[config.mk]
export PLATFORM = sky130hd
export DESIGN_NAME = seven_segment_grid_frame_sender_top
export DESIGN_NICKNAME = d
export VERILOG_FILES = /design/src/sv/ssg_pkg.sv /design/src/sv/ssg_front.sv /design/src/sv/ssg_job_queue.sv /design/src/sv/ssg_back.sv /design/src/sv/seven_segment_grid_frame_sender_top.sv
export SDC_FILE = /design/constraint.sdc
export NUM_CORES = 1
export LEC_CHECK = 0
export BUFFER_PORTS_ARGS = -buffer_cell sky130_fd_sc_hd__buf_2
export CAP_MARGIN = 10
export CORE_ASPECT_RATIO = 1.2
export CORE_MARGIN = 2
export CORE_UTILIZATION = 55
export DETAILED_ROUTE_END_ITERATION = 16
export GPL_TIMING_DRIVEN = 0
export PLACE_DENSITY = 0.83
export SYNTH_ARGS = -nofsm -noshare
export SYNTH_HDL_FRONTEND = slang
export SYNTH_SLANG_ARGS = --single-unit
[constraint.sdc]
create_clock -name clock -period 4.76 [get_ports clock]
set_input_delay 0.238 -clock clock [delete_from_list [all_inputs] [get_ports clock]]
set_output_delay 0.238 -clock clock [all_outputs]
set_load 0.01 [all_outputs]
[src/sv/ssg_pkg.sv]
// ----------------------------------------------------------------------------
// ssg_pkg: shared types, constants and tables of the frame sender
// Request codes, driver command bytes, fonts, grid mapping tables and the
// grid word builder used by the front and back parts.
// ----------------------------------------------------------------------------
package ssg_pkg;

   localparam int DIGIT_COUNT = 5;
   localparam int GRID_COUNT  = 7;
   localparam int GLYPH_COUNT = 21;

   // request codes on req_type
   typedef enum logic [2:0] {
      REQ_SEGMENT   = 3'd0,
      REQ_GLYPH     = 3'd1,
      REQ_CLEAR     = 3'd2,
      REQ_KEY_START = 3'd3,
      REQ_KEY_BYTE  = 3'd4
   } req_kind_type;

   // register indexes on the csr port
   localparam logic [2:0] CSR_BRIGHTNESS = 3'd0;
   localparam logic [2:0] CSR_DISPLAY_ON = 3'd1;
   localparam logic [2:0] CSR_INVERTED   = 3'd2;
   localparam logic [2:0] CSR_GRID_MODE  = 3'd3;

   // driver command bytes
   localparam logic [7:0] CMD_DATA_WRITE = 8'h40;
   localparam logic [7:0] CMD_ADDRESS    = 8'hC0;
   localparam logic [7:0] CMD_CONTROL    = 8'h80;
   localparam logic [7:0] CMD_MODE       = 8'h00;
   localparam logic [7:0] CMD_KEY_READ   = 8'h42;

   // steps of a refresh
   localparam logic [3:0] STEP_DATA_CMD   = 4'd0;
   localparam logic [3:0] STEP_ADDR_CMD   = 4'd1;
   localparam logic [3:0] STEP_GRID_FIRST = 4'd2;
   localparam logic [3:0] STEP_GRID_LAST  = 4'd8;
   localparam logic [3:0] STEP_MODE_CMD   = 4'd9;
   localparam logic [3:0] STEP_CTRL_CMD   = 4'd10;

   // key byte index that closes a scan
   localparam logic [2:0] KEY_LAST_INDEX = 3'd4;
   // digit carrying the symbol segments
   localparam logic [2:0] SYM_DIGIT = 3'd4;

   typedef logic [DIGIT_COUNT-1:0][7:0] seg_store_type;

   typedef struct packed {
      logic [2:0] brightness_level;
      logic       display_on;
      logic       inverted_orientation;
      logic [1:0] grid_mode;
   } cfg_type;

   typedef enum logic [1:0] {
      JOB_REFRESH    = 2'd0,
      JOB_KEY_START  = 2'd1,
      JOB_KEY_RESULT = 2'd2
   } job_kind_type;

   // one job handed from front to back
   typedef struct packed {
      job_kind_type  kind;
      seg_store_type segs;
      logic [25:0]   buttons;
   } job_type;

   // one result word
   typedef struct packed {
      logic [15:0] word;
      logic        word_is_16;
      logic        frame_begin;
      logic        frame_end;
      logic [25:0] buttons;
      logic        buttons_valid;
      logic        last;
   } rsp_type;

   // normal and rotated fonts
   localparam logic [7:0] FONT [2][GLYPH_COUNT] = '{
      '{8'h3F, 8'h06, 8'h5B, 8'h4F, 8'h66, 8'h6D, 8'h7D, 8'h07, 8'h7F, 8'h6F, 8'h77,
        8'h7C, 8'h58, 8'h5E, 8'h79, 8'h71, 8'h00, 8'h40, 8'h63, 8'h39, 8'h53},
      '{8'h3F, 8'h30, 8'h5B, 8'h79, 8'h74, 8'h6D, 8'h6F, 8'h38, 8'h7F, 8'h7D, 8'h7E,
        8'h67, 8'h43, 8'h4B, 8'h4F, 8'h4E, 8'h00, 8'h40, 8'h5C, 8'h0F, 8'h5A}
   };

   // segment used by the four digit columns, per grid
   localparam logic [2:0] COL_SEG [2][GRID_COUNT] = '{
      '{3'd5, 3'd4, 3'd3, 3'd2, 3'd1, 3'd6, 3'd0},
      '{3'd2, 3'd1, 3'd0, 3'd5, 3'd4, 3'd6, 3'd3}
   };
   // symbol digit segment on SG3, per grid
   localparam logic [2:0] SYM_SEG [2][GRID_COUNT] = '{
      '{3'd6, 3'd2, 3'd3, 3'd4, 3'd0, 3'd1, 3'd5},
      '{3'd6, 3'd5, 3'd0, 3'd1, 3'd3, 3'd4, 3'd2}
   };
   // digit feeding SG2, SG8, SG9, SG10
   localparam logic [2:0] COL_DIGIT [2][4] = '{
      '{3'd0, 3'd3, 3'd1, 3'd2},
      '{3'd3, 3'd0, 3'd2, 3'd1}
   };
   localparam logic [3:0] COL_BIT [4] = '{4'd1, 4'd7, 4'd8, 4'd9};
   localparam logic [3:0] SYM_BIT = 4'd2;

   // grid word for one grid line
   function automatic logic [15:0] grid_word(input seg_store_type segs, input logic orient,
                                             input logic [2:0] grid);
      logic [15:0] w;
      logic [7:0]  d;
      w = '0;
      for (int c = 0; c < 4; c++) begin
         d = segs[COL_DIGIT[orient][c]];
         w[COL_BIT[c]] = d[COL_SEG[orient][grid]];
      end
      d = segs[SYM_DIGIT];
      w[SYM_BIT] = d[SYM_SEG[orient][grid]];
      return w;
   endfunction

endpackage

[src/sv/ssg_front.sv]
// ----------------------------------------------------------------------------
// ssg_front: request decoder
// Takes requests, updates the segment store and key accumulator, and hands
// a job with a snapshot of the store to the back part.
// ----------------------------------------------------------------------------
module ssg_front import ssg_pkg::*; (
   input  logic        clock,
   input  logic        reset,
   input  cfg_type     cfg,
   input  logic        accept,
   input  logic [2:0]  req_type,
   input  logic [2:0]  req_position,
   input  logic [7:0]  req_value,
   output logic        job_push,
   output job_type     job_data
);

   seg_store_type seg_ff, seg_in;
   logic [25:0]   acc_ff, acc_in;
   logic          pos_ok;
   logic [7:0]    glyph;
   logic [1:0]    k1, k2;
   logic [25:0]   fold;

   // glyph lookup, codes past the font show blank
   always_comb begin
      if (req_value <= 8'(GLYPH_COUNT - 1)) begin
         glyph = FONT[cfg.inverted_orientation][req_value[4:0]];
      end else begin
         glyph = '0;
      end
   end

   // key byte fold, K2 pairs sit sixteen bits above the K1 pairs
   always_comb begin
      k1   = {req_value[3], req_value[0]};
      k2   = {req_value[4], req_value[1]};
      fold = ({24'd0, k1} << {req_position, 1'b0}) |
             ({24'd0, k2} << ({1'b0, req_position, 1'b0} + 5'd16));
   end

   assign pos_ok = (req_position < 3'(DIGIT_COUNT));

   // request decode
   always_comb begin
      seg_in   = seg_ff;
      acc_in   = acc_ff;
      job_push = 1'b0;
      job_data = '{kind: JOB_REFRESH, segs: seg_ff, buttons: '0};
      if (accept) begin
         unique case (req_kind_type'(req_type))
            REQ_SEGMENT: begin
               if (pos_ok) begin
                  seg_in[req_position] = req_value;
                  job_push = 1'b1;
               end
            end
            REQ_GLYPH: begin
               if (pos_ok) begin
                  seg_in[req_position] = glyph;
                  job_push = 1'b1;
               end
            end
            REQ_CLEAR: begin
               seg_in   = '0;
               job_push = 1'b1;
            end
            REQ_KEY_START: begin
               acc_in        = '0;
               job_push      = 1'b1;
               job_data.kind = JOB_KEY_START;
            end
            REQ_KEY_BYTE: begin
               if (req_position <= KEY_LAST_INDEX) begin
                  acc_in = acc_ff | fold;
                  if (req_position == KEY_LAST_INDEX) begin
                     job_push         = 1'b1;
                     job_data.kind    = JOB_KEY_RESULT;
                     job_data.buttons = acc_ff | fold;
                     acc_in           = '0;
                  end
               end
            end
            default: begin
            end
         endcase
         job_data.segs = seg_in;
      end
   end

   // store and accumulator
   always_ff @(posedge clock) begin
      if (reset) begin
         seg_ff <= '0;
         acc_ff <= '0;
      end else begin
         seg_ff <= seg_in;
         acc_ff <= acc_in;
      end
   end

endmodule

[src/sv/ssg_job_queue.sv]
// ----------------------------------------------------------------------------
// ssg_job_queue: two-entry job queue
// Decouples the request decoder from the word sequencer.
// ----------------------------------------------------------------------------
module ssg_job_queue import ssg_pkg::*; (
   input  logic    clock,
   input  logic    reset,
   input  logic    push_en,
   input  job_type push_data,
   output logic    full,
   input  logic    pop_en,
   output job_type pop_data,
   output logic    empty
);

   job_type    entry_ff [2];
   logic       wr_ptr_ff, wr_ptr_in;
   logic       rd_ptr_ff, rd_ptr_in;
   logic [1:0] count_ff, count_in;
   logic       do_push, do_pop;

   assign full     = (count_ff == 2'd2);
   assign empty    = (count_ff == 2'd0);
   assign pop_data = entry_ff[rd_ptr_ff];
   assign do_push  = push_en && !full;
   assign do_pop   = pop_en && !empty;

   // pointer and count update
   always_comb begin
      wr_ptr_in = do_push ? ~wr_ptr_ff : wr_ptr_ff;
      rd_ptr_in = do_pop ? ~rd_ptr_ff : rd_ptr_ff;
      count_in  = count_ff + 2'(do_push) - 2'(do_pop);
   end

   always_ff @(posedge clock) begin
      if (reset) begin
         wr_ptr_ff <= 1'b0;
         rd_ptr_ff <= 1'b0;
         count_ff  <= '0;
      end else begin
         wr_ptr_ff <= wr_ptr_in;
         rd_ptr_ff <= rd_ptr_in;
         count_ff  <= count_in;
      end
   end

   // entry storage
   always_ff @(posedge clock) begin
      if (do_push) begin
         entry_ff[wr_ptr_ff] <= push_data;
      end
   end

endmodule

[src/sv/ssg_back.sv]
// ----------------------------------------------------------------------------
// ssg_back: word sequencer
// Steps through the words of each job into a two-entry output buffer that
// feeds the result ports, one word a cycle while that buffer has room.
// ----------------------------------------------------------------------------
module ssg_back import ssg_pkg::*; (
   input  logic    clock,
   input  logic    reset,
   input  cfg_type cfg,
   input  logic    job_empty,
   input  job_type job_data,
   output logic    job_pop,
   input  logic    pop,
   output logic    empty,
   output rsp_type rsp
);

   job_type    cur_ff, cur_in;
   logic       busy_ff, busy_in;
   logic [3:0] step_ff, step_in;
   logic       emit, at_end, finish;
   rsp_type    word;
   logic [3:0] grid_step;

   rsp_type    out_ff [2];
   logic       out_wr_ff, out_wr_in;
   logic       out_rd_ff, out_rd_in;
   logic [1:0] out_count_ff, out_count_in;
   logic       out_pop;

   // sequencing control
   always_comb begin
      emit    = busy_ff && (out_count_ff != 2'd2);
      at_end  = (cur_ff.kind != JOB_REFRESH) || (step_ff == STEP_CTRL_CMD);
      finish  = emit && at_end;
      job_pop = !job_empty && (!busy_ff || finish);
      cur_in  = job_pop ? job_data : cur_ff;
      if (job_pop) begin
         busy_in = 1'b1;
      end else if (finish) begin
         busy_in = 1'b0;
      end else begin
         busy_in = busy_ff;
      end
      if (job_pop) begin
         step_in = STEP_DATA_CMD;
      end else if (emit) begin
         step_in = step_ff + 4'd1;
      end else begin
         step_in = step_ff;
      end
   end

   always_ff @(posedge clock) begin
      if (reset) begin
         busy_ff <= 1'b0;
         step_ff <= STEP_DATA_CMD;
      end else begin
         busy_ff <= busy_in;
         step_ff <= step_in;
      end
   end

   always_ff @(posedge clock) begin
      cur_ff <= cur_in;
   end

   // word for the current step
   assign grid_step = step_ff - STEP_GRID_FIRST;

   always_comb begin
      word = '0;
      unique case (cur_ff.kind)
         JOB_REFRESH: begin
            priority if (step_ff == STEP_DATA_CMD) begin
               word.word        = {8'd0, CMD_DATA_WRITE};
               word.frame_begin = 1'b1;
               word.frame_end   = 1'b1;
            end else if (step_ff == STEP_ADDR_CMD) begin
               word.word        = {8'd0, CMD_ADDRESS};
               word.frame_begin = 1'b1;
            end else if (step_ff <= STEP_GRID_LAST) begin
               word.word       = grid_word(cur_ff.segs, cfg.inverted_orientation,
                                           grid_step[2:0]);
               word.word_is_16 = 1'b1;
               word.frame_end  = (step_ff == STEP_GRID_LAST);
            end else if (step_ff == STEP_MODE_CMD) begin
               word.word        = {8'd0, CMD_MODE | {6'd0, cfg.grid_mode}};
               word.frame_begin = 1'b1;
               word.frame_end   = 1'b1;
            end else begin
               word.word        = {8'd0, CMD_CONTROL |
                                   {4'd0, cfg.display_on, cfg.brightness_level}};
               word.frame_begin = 1'b1;
               word.frame_end   = 1'b1;
               word.last        = 1'b1;
            end
         end
         JOB_KEY_START: begin
            word.word        = {8'd0, CMD_KEY_READ};
            word.frame_begin = 1'b1;
            word.last        = 1'b1;
         end
         JOB_KEY_RESULT: begin
            word.frame_end     = 1'b1;
            word.buttons       = cur_ff.buttons;
            word.buttons_valid = 1'b1;
            word.last          = 1'b1;
         end
         default: begin
         end
      endcase
   end

   // output buffer
   assign empty   = (out_count_ff == 2'd0);
   assign rsp     = out_ff[out_rd_ff];
   assign out_pop = pop && !empty;

   always_comb begin
      out_wr_in    = emit ? ~out_wr_ff : out_wr_ff;
      out_rd_in    = out_pop ? ~out_rd_ff : out_rd_ff;
      out_count_in = out_count_ff + 2'(emit) - 2'(out_pop);
   end

   always_ff @(posedge clock) begin
      if (reset) begin
         out_wr_ff    <= 1'b0;
         out_rd_ff    <= 1'b0;
         out_count_ff <= '0;
      end else begin
         out_wr_ff    <= out_wr_in;
         out_rd_ff    <= out_rd_in;
         out_count_ff <= out_count_in;
      end
   end

   always_ff @(posedge clock) begin
      if (emit) begin
         out_ff[out_wr_ff] <= word;
      end
   end

endmodule

[src/sv/seven_segment_grid_frame_sender_top.sv]
// ----------------------------------------------------------------------------
// seven_segment_grid_frame_sender_top: grid display frame sender
// A request's first word reaches the result ports via the job queue and the
// sequencer's output buffer. The sequencer gives one word a cycle while the
// buffer has room: a refresh is eleven words, a key read start or scan one.
// Reset clears the segment store, key accumulator and all queues, and sets
// brightness 0, display off, normal orientation and grid mode 3.
// ----------------------------------------------------------------------------
module seven_segment_grid_frame_sender_top import ssg_pkg::*; (
   input  logic        clock,
   input  logic        reset,
   // request side
   input  logic        push,
   output logic        full,
   input  logic [2:0]  req_type,
   input  logic [2:0]  req_position,
   input  logic [7:0]  req_value,
   // result side
   output logic        empty,
   input  logic        pop,
   output logic [15:0] rsp_word,
   output logic        rsp_word_is_16,
   output logic        rsp_frame_begin,
   output logic        rsp_frame_end,
   output logic [25:0] rsp_buttons,
   output logic        rsp_buttons_valid,
   output logic        rsp_last,
   // register port
   input  logic        valid,
   output logic        ready,
   input  logic [2:0]  csr_index,
   input  logic [7:0]  csr_data
);

   cfg_type cfg_ff, cfg_in;
   logic    accept;
   logic    job_push, job_full, job_pop, job_empty;
   job_type job_in, job_out;
   rsp_type rsp;

   // register writes
   assign ready = 1'b1;

   always_comb begin
      cfg_in = cfg_ff;
      if (valid) begin
         unique case (csr_index)
            CSR_BRIGHTNESS: cfg_in.brightness_level     = csr_data[2:0];
            CSR_DISPLAY_ON: cfg_in.display_on           = csr_data[0];
            CSR_INVERTED:   cfg_in.inverted_orientation = csr_data[0];
            CSR_GRID_MODE:  cfg_in.grid_mode            = csr_data[1:0];
            default: begin
            end
         endcase
      end
   end

   always_ff @(posedge clock) begin
      if (reset) begin
         cfg_ff <= '{brightness_level: 3'd0, display_on: 1'b0,
                     inverted_orientation: 1'b0, grid_mode: 2'd3};
      end else begin
         cfg_ff <= cfg_in;
      end
   end

   // request acceptance
   assign full   = job_full;
   assign accept = push && !job_full;

   ssg_front u_front (
      .clock        (clock),
      .reset        (reset),
      .cfg          (cfg_ff),
      .accept       (accept),
      .req_type     (req_type),
      .req_position (req_position),
      .req_value    (req_value),
      .job_push     (job_push),
      .job_data     (job_in)
   );

   ssg_job_queue u_queue (
      .clock     (clock),
      .reset     (reset),
      .push_en   (job_push),
      .push_data (job_in),
      .full      (job_full),
      .pop_en    (job_pop),
      .pop_data  (job_out),
      .empty     (job_empty)
   );

   ssg_back u_back (
      .clock     (clock),
      .reset     (reset),
      .cfg       (cfg_ff),
      .job_empty (job_empty),
      .job_data  (job_out),
      .job_pop   (job_pop),
      .pop       (pop),
      .empty     (empty),
      .rsp       (rsp)
   );

   // result word fields
   assign rsp_word          = rsp.word;
   assign rsp_word_is_16    = rsp.word_is_16;
   assign rsp_frame_begin   = rsp.frame_begin;
   assign rsp_frame_end     = rsp.frame_end;
   assign rsp_buttons       = rsp.buttons;
   assign rsp_buttons_valid = rsp.buttons_valid;
   assign rsp_last          = rsp.last;

endmodule

After elaboration in Yosys (flattened, before gate mapping) --
Memories as Yosys holds them, arrays and structs flattened. A register that Yosys moved wholly into a read port is not among the register bits. Index checks and enable logic that the tools add are counted.
Storage, ports and cells: bits in registers 86, bits in writable memories 230, bits of input ports 30, output and inout port bits 50, word-level logic and storage cells 194, memories kept 2
Cells by class: add/sub/neg operators 7, order comparisons 15, equal/unequal tests 17, shift-type cells 2, muxes and demuxes 92, bitwise operators 9, reduce and logical (&&, ||, !) cells 32
Memories:
- u_queue.entry_ff | depth 2, width 68, rd ports 1, clocked after Yosys merged registers in 1, write ports 1, RTL line ssg_job_queue.sv:16 | job_type entry_ff [2];
- u_back.out_ff | depth 2, width 47, rd ports 1, clocked after Yosys merged registers in 1, write ports 1, RTL line ssg_back.sv:25 | rsp_type out_ff [2];
Operator list (number):
- two-way mux 168 bit | 2
- two-way mux 158 bit | 1
- two-way mux 26 bit | 5
- one-hot mux 40 bit (3 select lines) | 1
- two-way mux 21 bit | 5
- binary-select mux 8 bit (select 3 bit) | 4
- bitwise mux 40 bit | 2
- two-way mux 40 bit | 2
- two-way mux 8 bit | 9
- two-way mux 68 bit | 1
- bitwise OR 26 bit | 2
- one-hot mux 26 bit (2 select lines) | 1
- binary-select mux 8 bit (select 5 bit) | 1
- two-way mux 16 bit | 2
- one-hot mux 16 bit (2 select lines) | 1
- two-way mux 1 bit | 29
- < comparator 3 x 4 -> 1 bit (second input constant) | 7
- two-way mux 27 bit | 1
- left shift 2 x 4 -> 26 bit | 1
- left shift 2 x 5 -> 26 bit | 1
- demux 8 bit (select 3 bit) | 1
- two-way mux 12 bit | 2
- binary-select mux 3 bit (select 3 bit) | 2
- two-way mux 18 bit | 1
- 44 further kinds | 90

Logic depth before layout (Yosys ltp) --
Gate-level depths: netlist (run 1).
depth in word-level cells 13, depth in mapped cells 12, depth with buffers taken out 12

Cells and area by module --
A second synthesis (run 1) with hierarchy kept.
Second synthesis, totals: cell total of the unflattened synthesis 1246, area, all modules 16535.9 um2
By module, submodules not included:
- ssg_back | times used 1, cells each 449, area each 6845.3 um2, seq. area each 4584.4 um2
- ssg_job_queue | times used 1, cells each 239, area each 5223.8 um2, seq. area each 4184.0 um2
- ssg_front | times used 1, cells each 524, area each 4110.2 um2, seq. area each 1321.3 um2
- seven_segment_grid_frame_sender_top | times used 1, cells each 34, area each 356.6 um2, seq. area each 140.1 um2

Least setup slack after synthesis (run 1) --
No wires, ideal clock.
path kind input to register, from in req_position[2], to mem u_queue.entry_ff[0][0] in the netlist's numbering (enable), setup time 503 ps, arrival time 4482 ps, required time 4257 ps, setup slack -224 ps, cell stages on the path 7, path buffers 2, path through clkbuf_1 clkinv_1 nor2_1 buf_2 nand2_1 a21oi_1 nor2b_1
On the way: cells in the longest elaborated chain, start to end 8, elaborated cells between the ends (all ways) 11, classes of those cells order compare (2); eq/ne (1); mux (7); reduce/logical (1)
Ends and longest elaborated chain:
- from (decl) | RTL line seven_segment_grid_frame_sender_top.sv:16 | input logic [2:0] req_position,
- parallel branches: the longest is 3 deep, another holds <= comparator 3 bit
- one-hot mux 1 bit (3 select lines) * | RTL line ssg_front.sv:51 | unique case (req_kind_type'(req_type))
- two-way mux 1 bit * | RTL line ssg_front.sv:50 | if (accept) begin
- logical AND 1 bit * | RTL line ssg_job_queue.sv:25 | assign do_push = push_en && !full;
- two-way mux 1 bit * | RTL line ssg_job_queue.sv:49 | if (do_push) begin
- two-way mux 1 bit (not written as such) * | RTL line ssg_job_queue.sv:50 | entry_ff[wr_ptr_ff] <= push_data;
- to (decl) | RTL line ssg_job_queue.sv:16
Mark *: on every way between the ends.

==> summary by stage, run 1 <==
Worst setup path
Of all nets on the critical path, the largest fanout is 15. At the worst endpoint, the required time is 4.99 ns. Data on the critical path arrives at its endpoint at 3.92 ns.

The critical path is of the reg2reg type. The worst setup path is captured at a flip-flop. The worst setup path is launched from a flip-flop.

Detailed routing
For this block, the initial DRC count from the detailed router was 1181. The via-per-instance ratio is 5.920. The wire length per cell is 20.51 um. Across all layers, the routed design uses 10870 vias. For this block, the routed nets add up to 37660 um of wire. The number of nets with antenna violations after routing is 0.

The pre-antenna-repair detailed-routing pass consisted of 5 iterations. The detailed-route DRC error count is 0.

Timing
Dividing the final minimum period by the clock period gives 0.7755. The largest clock skew in the final design is 0.01158 ns. Setup violations remaining at the end of the flow were counted as 0. The max-slew violation count is 0. For the pin with the worst max-slew slack, the measured transition is 1.078 ns. The highest attainable clock frequency is 270.9 MHz.

The setup TNS after final layout is 0 ns. Setup repair after global routing left no endpoint under its margin. The final critical-path required period is 3.692 ns. The relative slew slack is 0.2734. The count of endpoints failing hold in the final timing report is 0.

Logic synthesis
For this run, the number of Yosys warnings is 0. The async set-reset flop share out of synthesis is 0. The count of flip-flops with a built-in enable after synthesis is 282.

In this run the mean area of a mapped cell was 12.50 um^2. The gate count after technology mapping is 1305. The register bit total from synthesis is 369.

The leading register cell type out of synthesis is sky130_fd_sc_hd__edfxtp_1. After synthesis, the netlist uses 77 different library cells. The mapped cell area is 16310 um^2. The share of the yosys chip area belonging to registers is 0.6259.

Clocking
After clock tree synthesis, the clock-pin slew on the worst setup and hold paths is 0.06 ns. CTS saw 369 sinks. For the worst-skew pair, the clock arrives at the later sink with an insertion delay of 0.52 ns. The maximum clock insertion buffer count is 3. The H-tree was split into 2 levels. The CTS tree is done. The clock tree root buffer cell is sky130_fd_sc_hd__clkbuf_16.

The total clock buffers created by CTS is 35.

Die
The initial utilization of the core area, before any placement, comes to 0.5541. From left edge to right edge, the die measures 161.2 um. The floorplan step defined a die boundary enclosing 31060 um^2. The number of cell rows is 69. The core footprint is 29440 um^2.

The number of placed I/O pins is 80. The chip height is 192.7 um.

Global routing
The number of global-route vias before repair came to 10530. The pin count of the biggest net entering global routing is 61. The first-pass GRT wire length is 58510 um. The number of antenna violations at the first check in global routing is 1. Summed over all layers, the global routing overflow is 0. Across every metal layer, demand over resource in global routing totals 0.2438.

Power and ir drop
In this run the static leakage power is 6.685 nW. Power spread over the standard cell area amounts to 498.0 nW/um^2. The maximum resistive drop on vdd is 0.3495 mV.

Final layout
The library cell used most frequently in the layout, excluding fill and tap cells, is sky130_fd_sc_hd__edfxtp_1. 0 antenna diodes ended up in the layout. Leaving out fill and tap cells, the most frequent cells in the layout are sky130_fd_sc_hd__edfxtp_1, sky130_fd_sc_hd__nor2_1, sky130_fd_sc_hd__mux2_2. The share of final-layout standard cells stronger than drive strength 1 is 0.1923. The relative area change from synthesis to final layout is 13.45%. The number of nets at the end of the flow is 1479. The finished layout cell area is 18510 um^2. The fill cell instance count of the final layout is 2135.

Placed design
In this run the cell area measured after placement is 17300 um^2. At the end of routability-driven placement, the weighted congestion stood at 0.9435. During placement, the flow inserted port buffers numbering 60. The HPWL after detailed placement is 25400 um.

Hold path
The tightest min-delay check is of the in2reg type.

Outcome
The run finished with clean final reports.

Flow run
The max-cap violation count is 0.
[registers in the layout (all words and copies together), names as in the netlist, named ones only]
name,cells
u_front.seg_ff,40
u_front.acc_ff,26
u_queue.entry_ff,136
u_back.out_count_ff,2
u_back.out_rd_ff,1
cfg_ff,7
u_queue.wr_ptr_ff,1
u_queue.count_ff,2
u_back.cur_ff,68
u_back.step_ff,4
u_back.out_wr_ff,1
u_queue.rd_ptr_ff,1
u_back.busy_ff,1
u_back.out_ff,78
[critical path, stage by stage (launching register included)]
cell,delay (ns)
sky130_fd_sc_hd__dfxtp_1,0.60
sky130_fd_sc_hd__buf_4,0.28
sky130_fd_sc_hd__inv_4,0.13
sky130_fd_sc_hd__ha_1,0.43
sky130_fd_sc_hd__nand2b_1,0.08
sky130_fd_sc_hd__a32o_1,0.27
sky130_fd_sc_hd__a221oi_1,0.32
sky130_fd_sc_hd__o21ai_0,0.42
sky130_fd_sc_hd__o2bb2ai_1,0.28
sky130_fd_sc_hd__a21boi_0,0.58
[power breakdown]
part | internal (W) | total [W] | switching (W)
logic | 0.000837 | 0.00204 | 0.00120
clock network | 0.00164 | 0.00281 | 0.00117
registers | 0.00416 | 0.00437 | 0.000215
total | 0.00664 | 0.00922 | 0.00258
[worst paths after layout]
path                      start                      end  cells past startpoint  slack, ns
max                   cfg_ff[2]  u_queue.entry_ff[1][37]                      9       1.07
min                csr_index[2]                cfg_ff[2]                      4       0.13
max reg2reg           cfg_ff[2]  u_queue.entry_ff[1][37]                      9       1.07
min reg2reg  u_front.acc_ff[25]       u_front.acc_ff[25]                      2       0.43
[routing by layer]
metal  global-route usage  wire length (um)
met1               0.3136             15680
met2               0.4219             18530
met5                    0                13
met4              0.09684              1321
met3              0.03245              2119
[timing repair]
item,4_1_cts,5_1_grt
hold buffers,3,0
setup buffers,0,0
gates resized for setup,0,0
hold endpoints to repair,4,0
[final cells by class]
| cell class | count | area (um^2) | share of cell area |
|---|---|---|---|
| inverter | 29 | 111.4 | 0.006017 |
| timing repair buffer | 71 | 480.5 | 0.02596 |
| multi-input combinational | 834 | 5673 | 0.3065 |
| buffer | 80 | 371.6 | 0.02008 |
| clock buffer | 46 | 948.4 | 0.05124 |
| clock inverter | 17 | 225.2 | 0.01217 |
| sequential | 369 | 10210 | 0.5516 |
| tap | 390 | 488.0 | 0.02637 |
[synthesized netlist by cell type (all sizes together) (7+ instances only)]
master	instances	area, um^2
edfxtp	282	8468
and3	8	50.05
buf	34	197.7
o21ai	48	240.2
nand2b	19	118.9
o22a	8	70.07
o211ai	10	75.07
nand2	86	322.8
inv	28	107.6
nor3	18	95.09
nor2b	15	93.84
dfxtp	87	1742
a211oi	8	70.06
nor2	122	457.9
and2	70	440.4
ha	29	362.9
a31oi	36	231.5
clkbuf	46	173.9
mux2	111	1250
xnor2	7	61.31
mux2i	27	270.3
a21oi	73	365.4
nand3	23	115.1
[stage by stage]
step / util / std cells / hold slack (ns) / setup WS [ns] / power, W
after global routing: 0.6287 / 1836 / 0.1453 / 0.8073 / 0.009592
after floorplan: - / 1312 / 0.3631 / 1.018 / 0.005727
after global placement: 0.5819 / 1762 / 0.4145 / -0.5108 / 0.006318
final: 0.6287 / 1836 / 0.1307 / 1.068 / 0.009217
after detailed placement: 0.5878 / 1770 / 0.4168 / 0.8438 / 0.006423
after CTS: 0.6287 / 1836 / 0.1207 / 1.145 / 0.009259
[cells by family after synthesis]
group                    Yosys count  synth area share
AND/OR/NAND/NOR                  396            0.1202
adder cells (fa/ha/maj)           31           0.02347
AO/OA/AOI/OAI                    245           0.09664
multiplexers                     141           0.09733
other                              2         0.0004604
flip-flops                       369            0.6259
XOR/XNOR                          12          0.006443
buffers and inverters            109           0.02960
No activity file was read; power rests on OpenSTA's default activity.
==> run 2: changes to the inputs <==
--- a/config.mk
+++ b/config.mk
@@ -9,10 +9,10 @@
 export CAP_MARGIN = 10
 export CORE_ASPECT_RATIO = 1.2
 export CORE_MARGIN = 2
-export CORE_UTILIZATION = 55
+export CORE_UTILIZATION = 61
 export DETAILED_ROUTE_END_ITERATION = 16
 export GPL_TIMING_DRIVEN = 0
-export PLACE_DENSITY = 0.83
+export PLACE_DENSITY = 0.86
 export SYNTH_ARGS = -nofsm -noshare
 export SYNTH_HDL_FRONTEND = slang
 export SYNTH_SLANG_ARGS = --single-unit
==> constraint.sdc (replaced) <==
create_clock -name clock -period 3.8 [get_ports clock]
set_input_delay 0.19 -clock clock [delete_from_list [all_inputs] [get_ports clock]]
set_output_delay 0.19 -clock clock [all_outputs]
set_load 0.01 [all_outputs]
==> run 2 against run 1 <==
Against the previous run: maximum frequency rose by 0.88%; final area fell by 0.37%; largest power group unchanged; wire length rose by 2.2%; via count rose by 1.8%.
==> summary by stage, run 2 (synthesis results as in run 1) <==
Global routing
After global routing the overflow that remains totals 0. For this run, the total global-route usage over all layers was measured as 0.2727. The number of global-route vias before repair is 11080.

The pin count of the biggest net entering global routing is 58. The number of antenna violations at the first check in global routing came to 0. The first-pass GRT wire length is 60050 um.

Final layout
In the final layout, the registers with the most flip-flops are u_queue.entry_ff x136, u_back.out_ff x78, u_back.cur_ff x68. The register with the most flip-flops in the layout has 136 of them. Of the cells placed in the final design, the portion with a size suffix greater than 1 is 0.1960. The final design utilization is 0.7020. The library cells used most frequently in the layout, excluding fill and tap cells, are sky130_fd_sc_hd__edfxtp_1, sky130_fd_sc_hd__nor2_1, sky130_fd_sc_hd__mux2_2. The most frequent standard cell in the layout excluding fill and tap cells is sky130_fd_sc_hd__edfxtp_1. The relative area change from synthesis to final layout is 13.04%. The number of antenna diodes is 0. The net count of the finished layout is 1476. The top register by number of flip-flops is u_queue.entry_ff.

Timing
In this run the tightest slew margin relative to its limit is 0.1098. The max-slew violation count is 0. The final count of negative-setup-slack endpoints is 0.

Setup repair after global routing left no endpoint under its margin. Dividing the final minimum period by the clock period gives 0.9630. The worst path in the final design needs a cycle of 3.659 ns, including I/O delays and setup.

The highest attainable clock frequency is 273.3 MHz. The setup TNS after final layout is 0 ns. For the pin with the worst max-slew slack, the measured transition is 1.323 ns. The count of endpoints failing hold in the final timing report is 0. The largest clock skew in the final design is 0.02711 ns.

Detailed routing
The detailed-route DRC error count is 0. The via count of the routed design is 11070. The first detailed-routing pass ran for 5 iterations. The via-per-instance ratio is 6.220.

After the first detailed-routing iteration, the DRC count stood at 1162. The routed design has 38500 um of wire. In the final routed layout, each cell accounts on average for 21.64 um. The detail route stage leaves a number of antenna-violating nets equal to 0.

Power and ir drop
In this run the static leakage power is 6.705 nW. The maximum resistive drop on vdd is 0.3533 mV. The ratio of total power to cell area is 631.5 nW/um^2.

Worst setup path
The maximum net fanout on the critical path is 15. For this design, the slowest cell found on the critical path is sky130_fd_sc_hd__or4_1. The delay of the slowest cell on the worst path is 0.61 ns. The worst setup path is launched from a flip-flop. The family of cells with the greatest summed delay on the critical path is compound AO/OA/AOI/OAI gates.

The critical path capture point type is a flip-flop. The critical path class is reg2reg. The data arrival at the endpoint of the critical path is 3.93 ns. Traced cell by cell, the critical path runs through buf_4 -> inv_4 -> ha_1 -> mux2_2 -> o21ai_0 -> a2111oi_0 -> or4_1 -> and2_1 -> a211oi_2.

For the worst setup path, the data required time is 4.07 ns. Counting both buffers and inverters, the worst setup path holds a total of 2.

Clocking
The clock slew at the register clock pins of the worst setup and hold paths is 0.06 ns. At the later pin of the worst-skew pair, clock insertion delay measures 0.53 ns. The clock passes through at most 3 buffers. The clock tree root buffer cell is sky130_fd_sc_hd__clkbuf_16. The H-tree generated during clock tree synthesis spans 2 levels.

The total clock buffers created by CTS is 35. CTS saw 369 sinks. TritonCTS built the clock tree.

Placed design
The congestion estimate from routability-driven global placement came to 0.9708. The count of input and output buffers is 60. After legalization and detailed placement, the total HPWL measured 26790 um.

Outcome
The flow ran to the end, and the final reports show no timing, DRC or antenna violations.

Hold path
The type of the most critical hold path is in2reg.

Die
The number of cell rows is 65. The die is 183.1 um tall. The width of the die is 153.3 um. The area of the die is 28070 um^2.

The core region is 26270 um^2. The number of placed I/O pins is 80. The initial utilization of the core area, before any placement, comes to 0.6210.

Flow run
Max-cap violations in this run came to 0.
[run 2: cell count changes in the layout (fill, tap and decap cells not counted), moves of 2 or more]
cell                       previous run  this run
sky130_fd_sc_hd__clkinv_2             3        10
sky130_fd_sc_hd__clkbuf_1            54        50
sky130_fd_sc_hd__buf_12               4         2
sky130_fd_sc_hd__clkbuf_8             1         3
sky130_fd_sc_hd__clkinv_1             6         4
[run 2: timing repair]
item,CTS,global route
endpoints found under the setup margin,0,2
endpoints found under the hold margin,5,0
setup buffers,0,0
hold buffers,3,0
gates resized for setup,0,1
[run 2: path summary, 6_finish.rpt]
check | startpoint | slack (ns) | endpoint | cells after the start
max | cfg_ff[2] | 0.14 | u_back.out_ff[0][40] | 9
min | csr_index[0] | 0.11 | cfg_ff[2] | 5
max reg2reg | cfg_ff[2] | 0.14 | u_back.out_ff[0][40] | 9
min reg2reg | u_front.acc_ff[25] | 0.44 | u_front.acc_ff[25] | 2
[run 2: where the power goes]
group | internal, W | switching (W)
combinational | 0.00104 | 0.00154
clock | 0.00212 | 0.00144
sequential | 0.00521 | 0.000285
total | 0.00838 | 0.00327
[run 2: routing by layer]
layer,up-vias,GRT usage,routed length (um)
li1,5029,-,-
met1,5400,0.3493,15010
met2,529,0.4682,19340
met3,108,0.04395,2789
met4,0,0.1078,1363
met5,-,0,0
[run 2: area by class of cell]
cell class	count	area, um^2
fillers	1719	7829
repair buffers	68	452.9
flip-flops and latches	369	10210
clock inverters	19	209.0
well taps	335	419.2
inverters	29	111.4
clock buffers	45	985.9
multi-input cells	834	5680
plain buffers	80	371.6
[run 2: through the flow]
| stage | power [W] | setup slack [ns] | area [um^2] | hold slack (ns) | cells |
|---|---|---|---|---|---|
| 2_1_floorplan | 0.007174 | 0.05781 | 16340 | 0.3151 | 1312 |
| 3_3_place_gp | 0.007899 | -1.457 | 17060 | 0.4178 | 1707 |
| 3_5_place_dp | 0.008094 | 0.003314 | 17220 | 0.4290 | 1712 |
| 4_1_cts | 0.01165 | 0.1497 | 18440 | 0.09063 | 1779 |
| 5_1_grt | 0.01206 | 0.01488 | 18440 | 0.1258 | 1779 |
| 6_report | 0.01165 | 0.1408 | 18440 | 0.1070 | 1779 |
[run 2: tightest hold or removal path, delay by kind of cell]
family	cells	cell delay (ns)
AOI/OAI and AO/OA	1	0.05
buffers and inverters	1	0.11
and+or+nand+nor	3	0.23
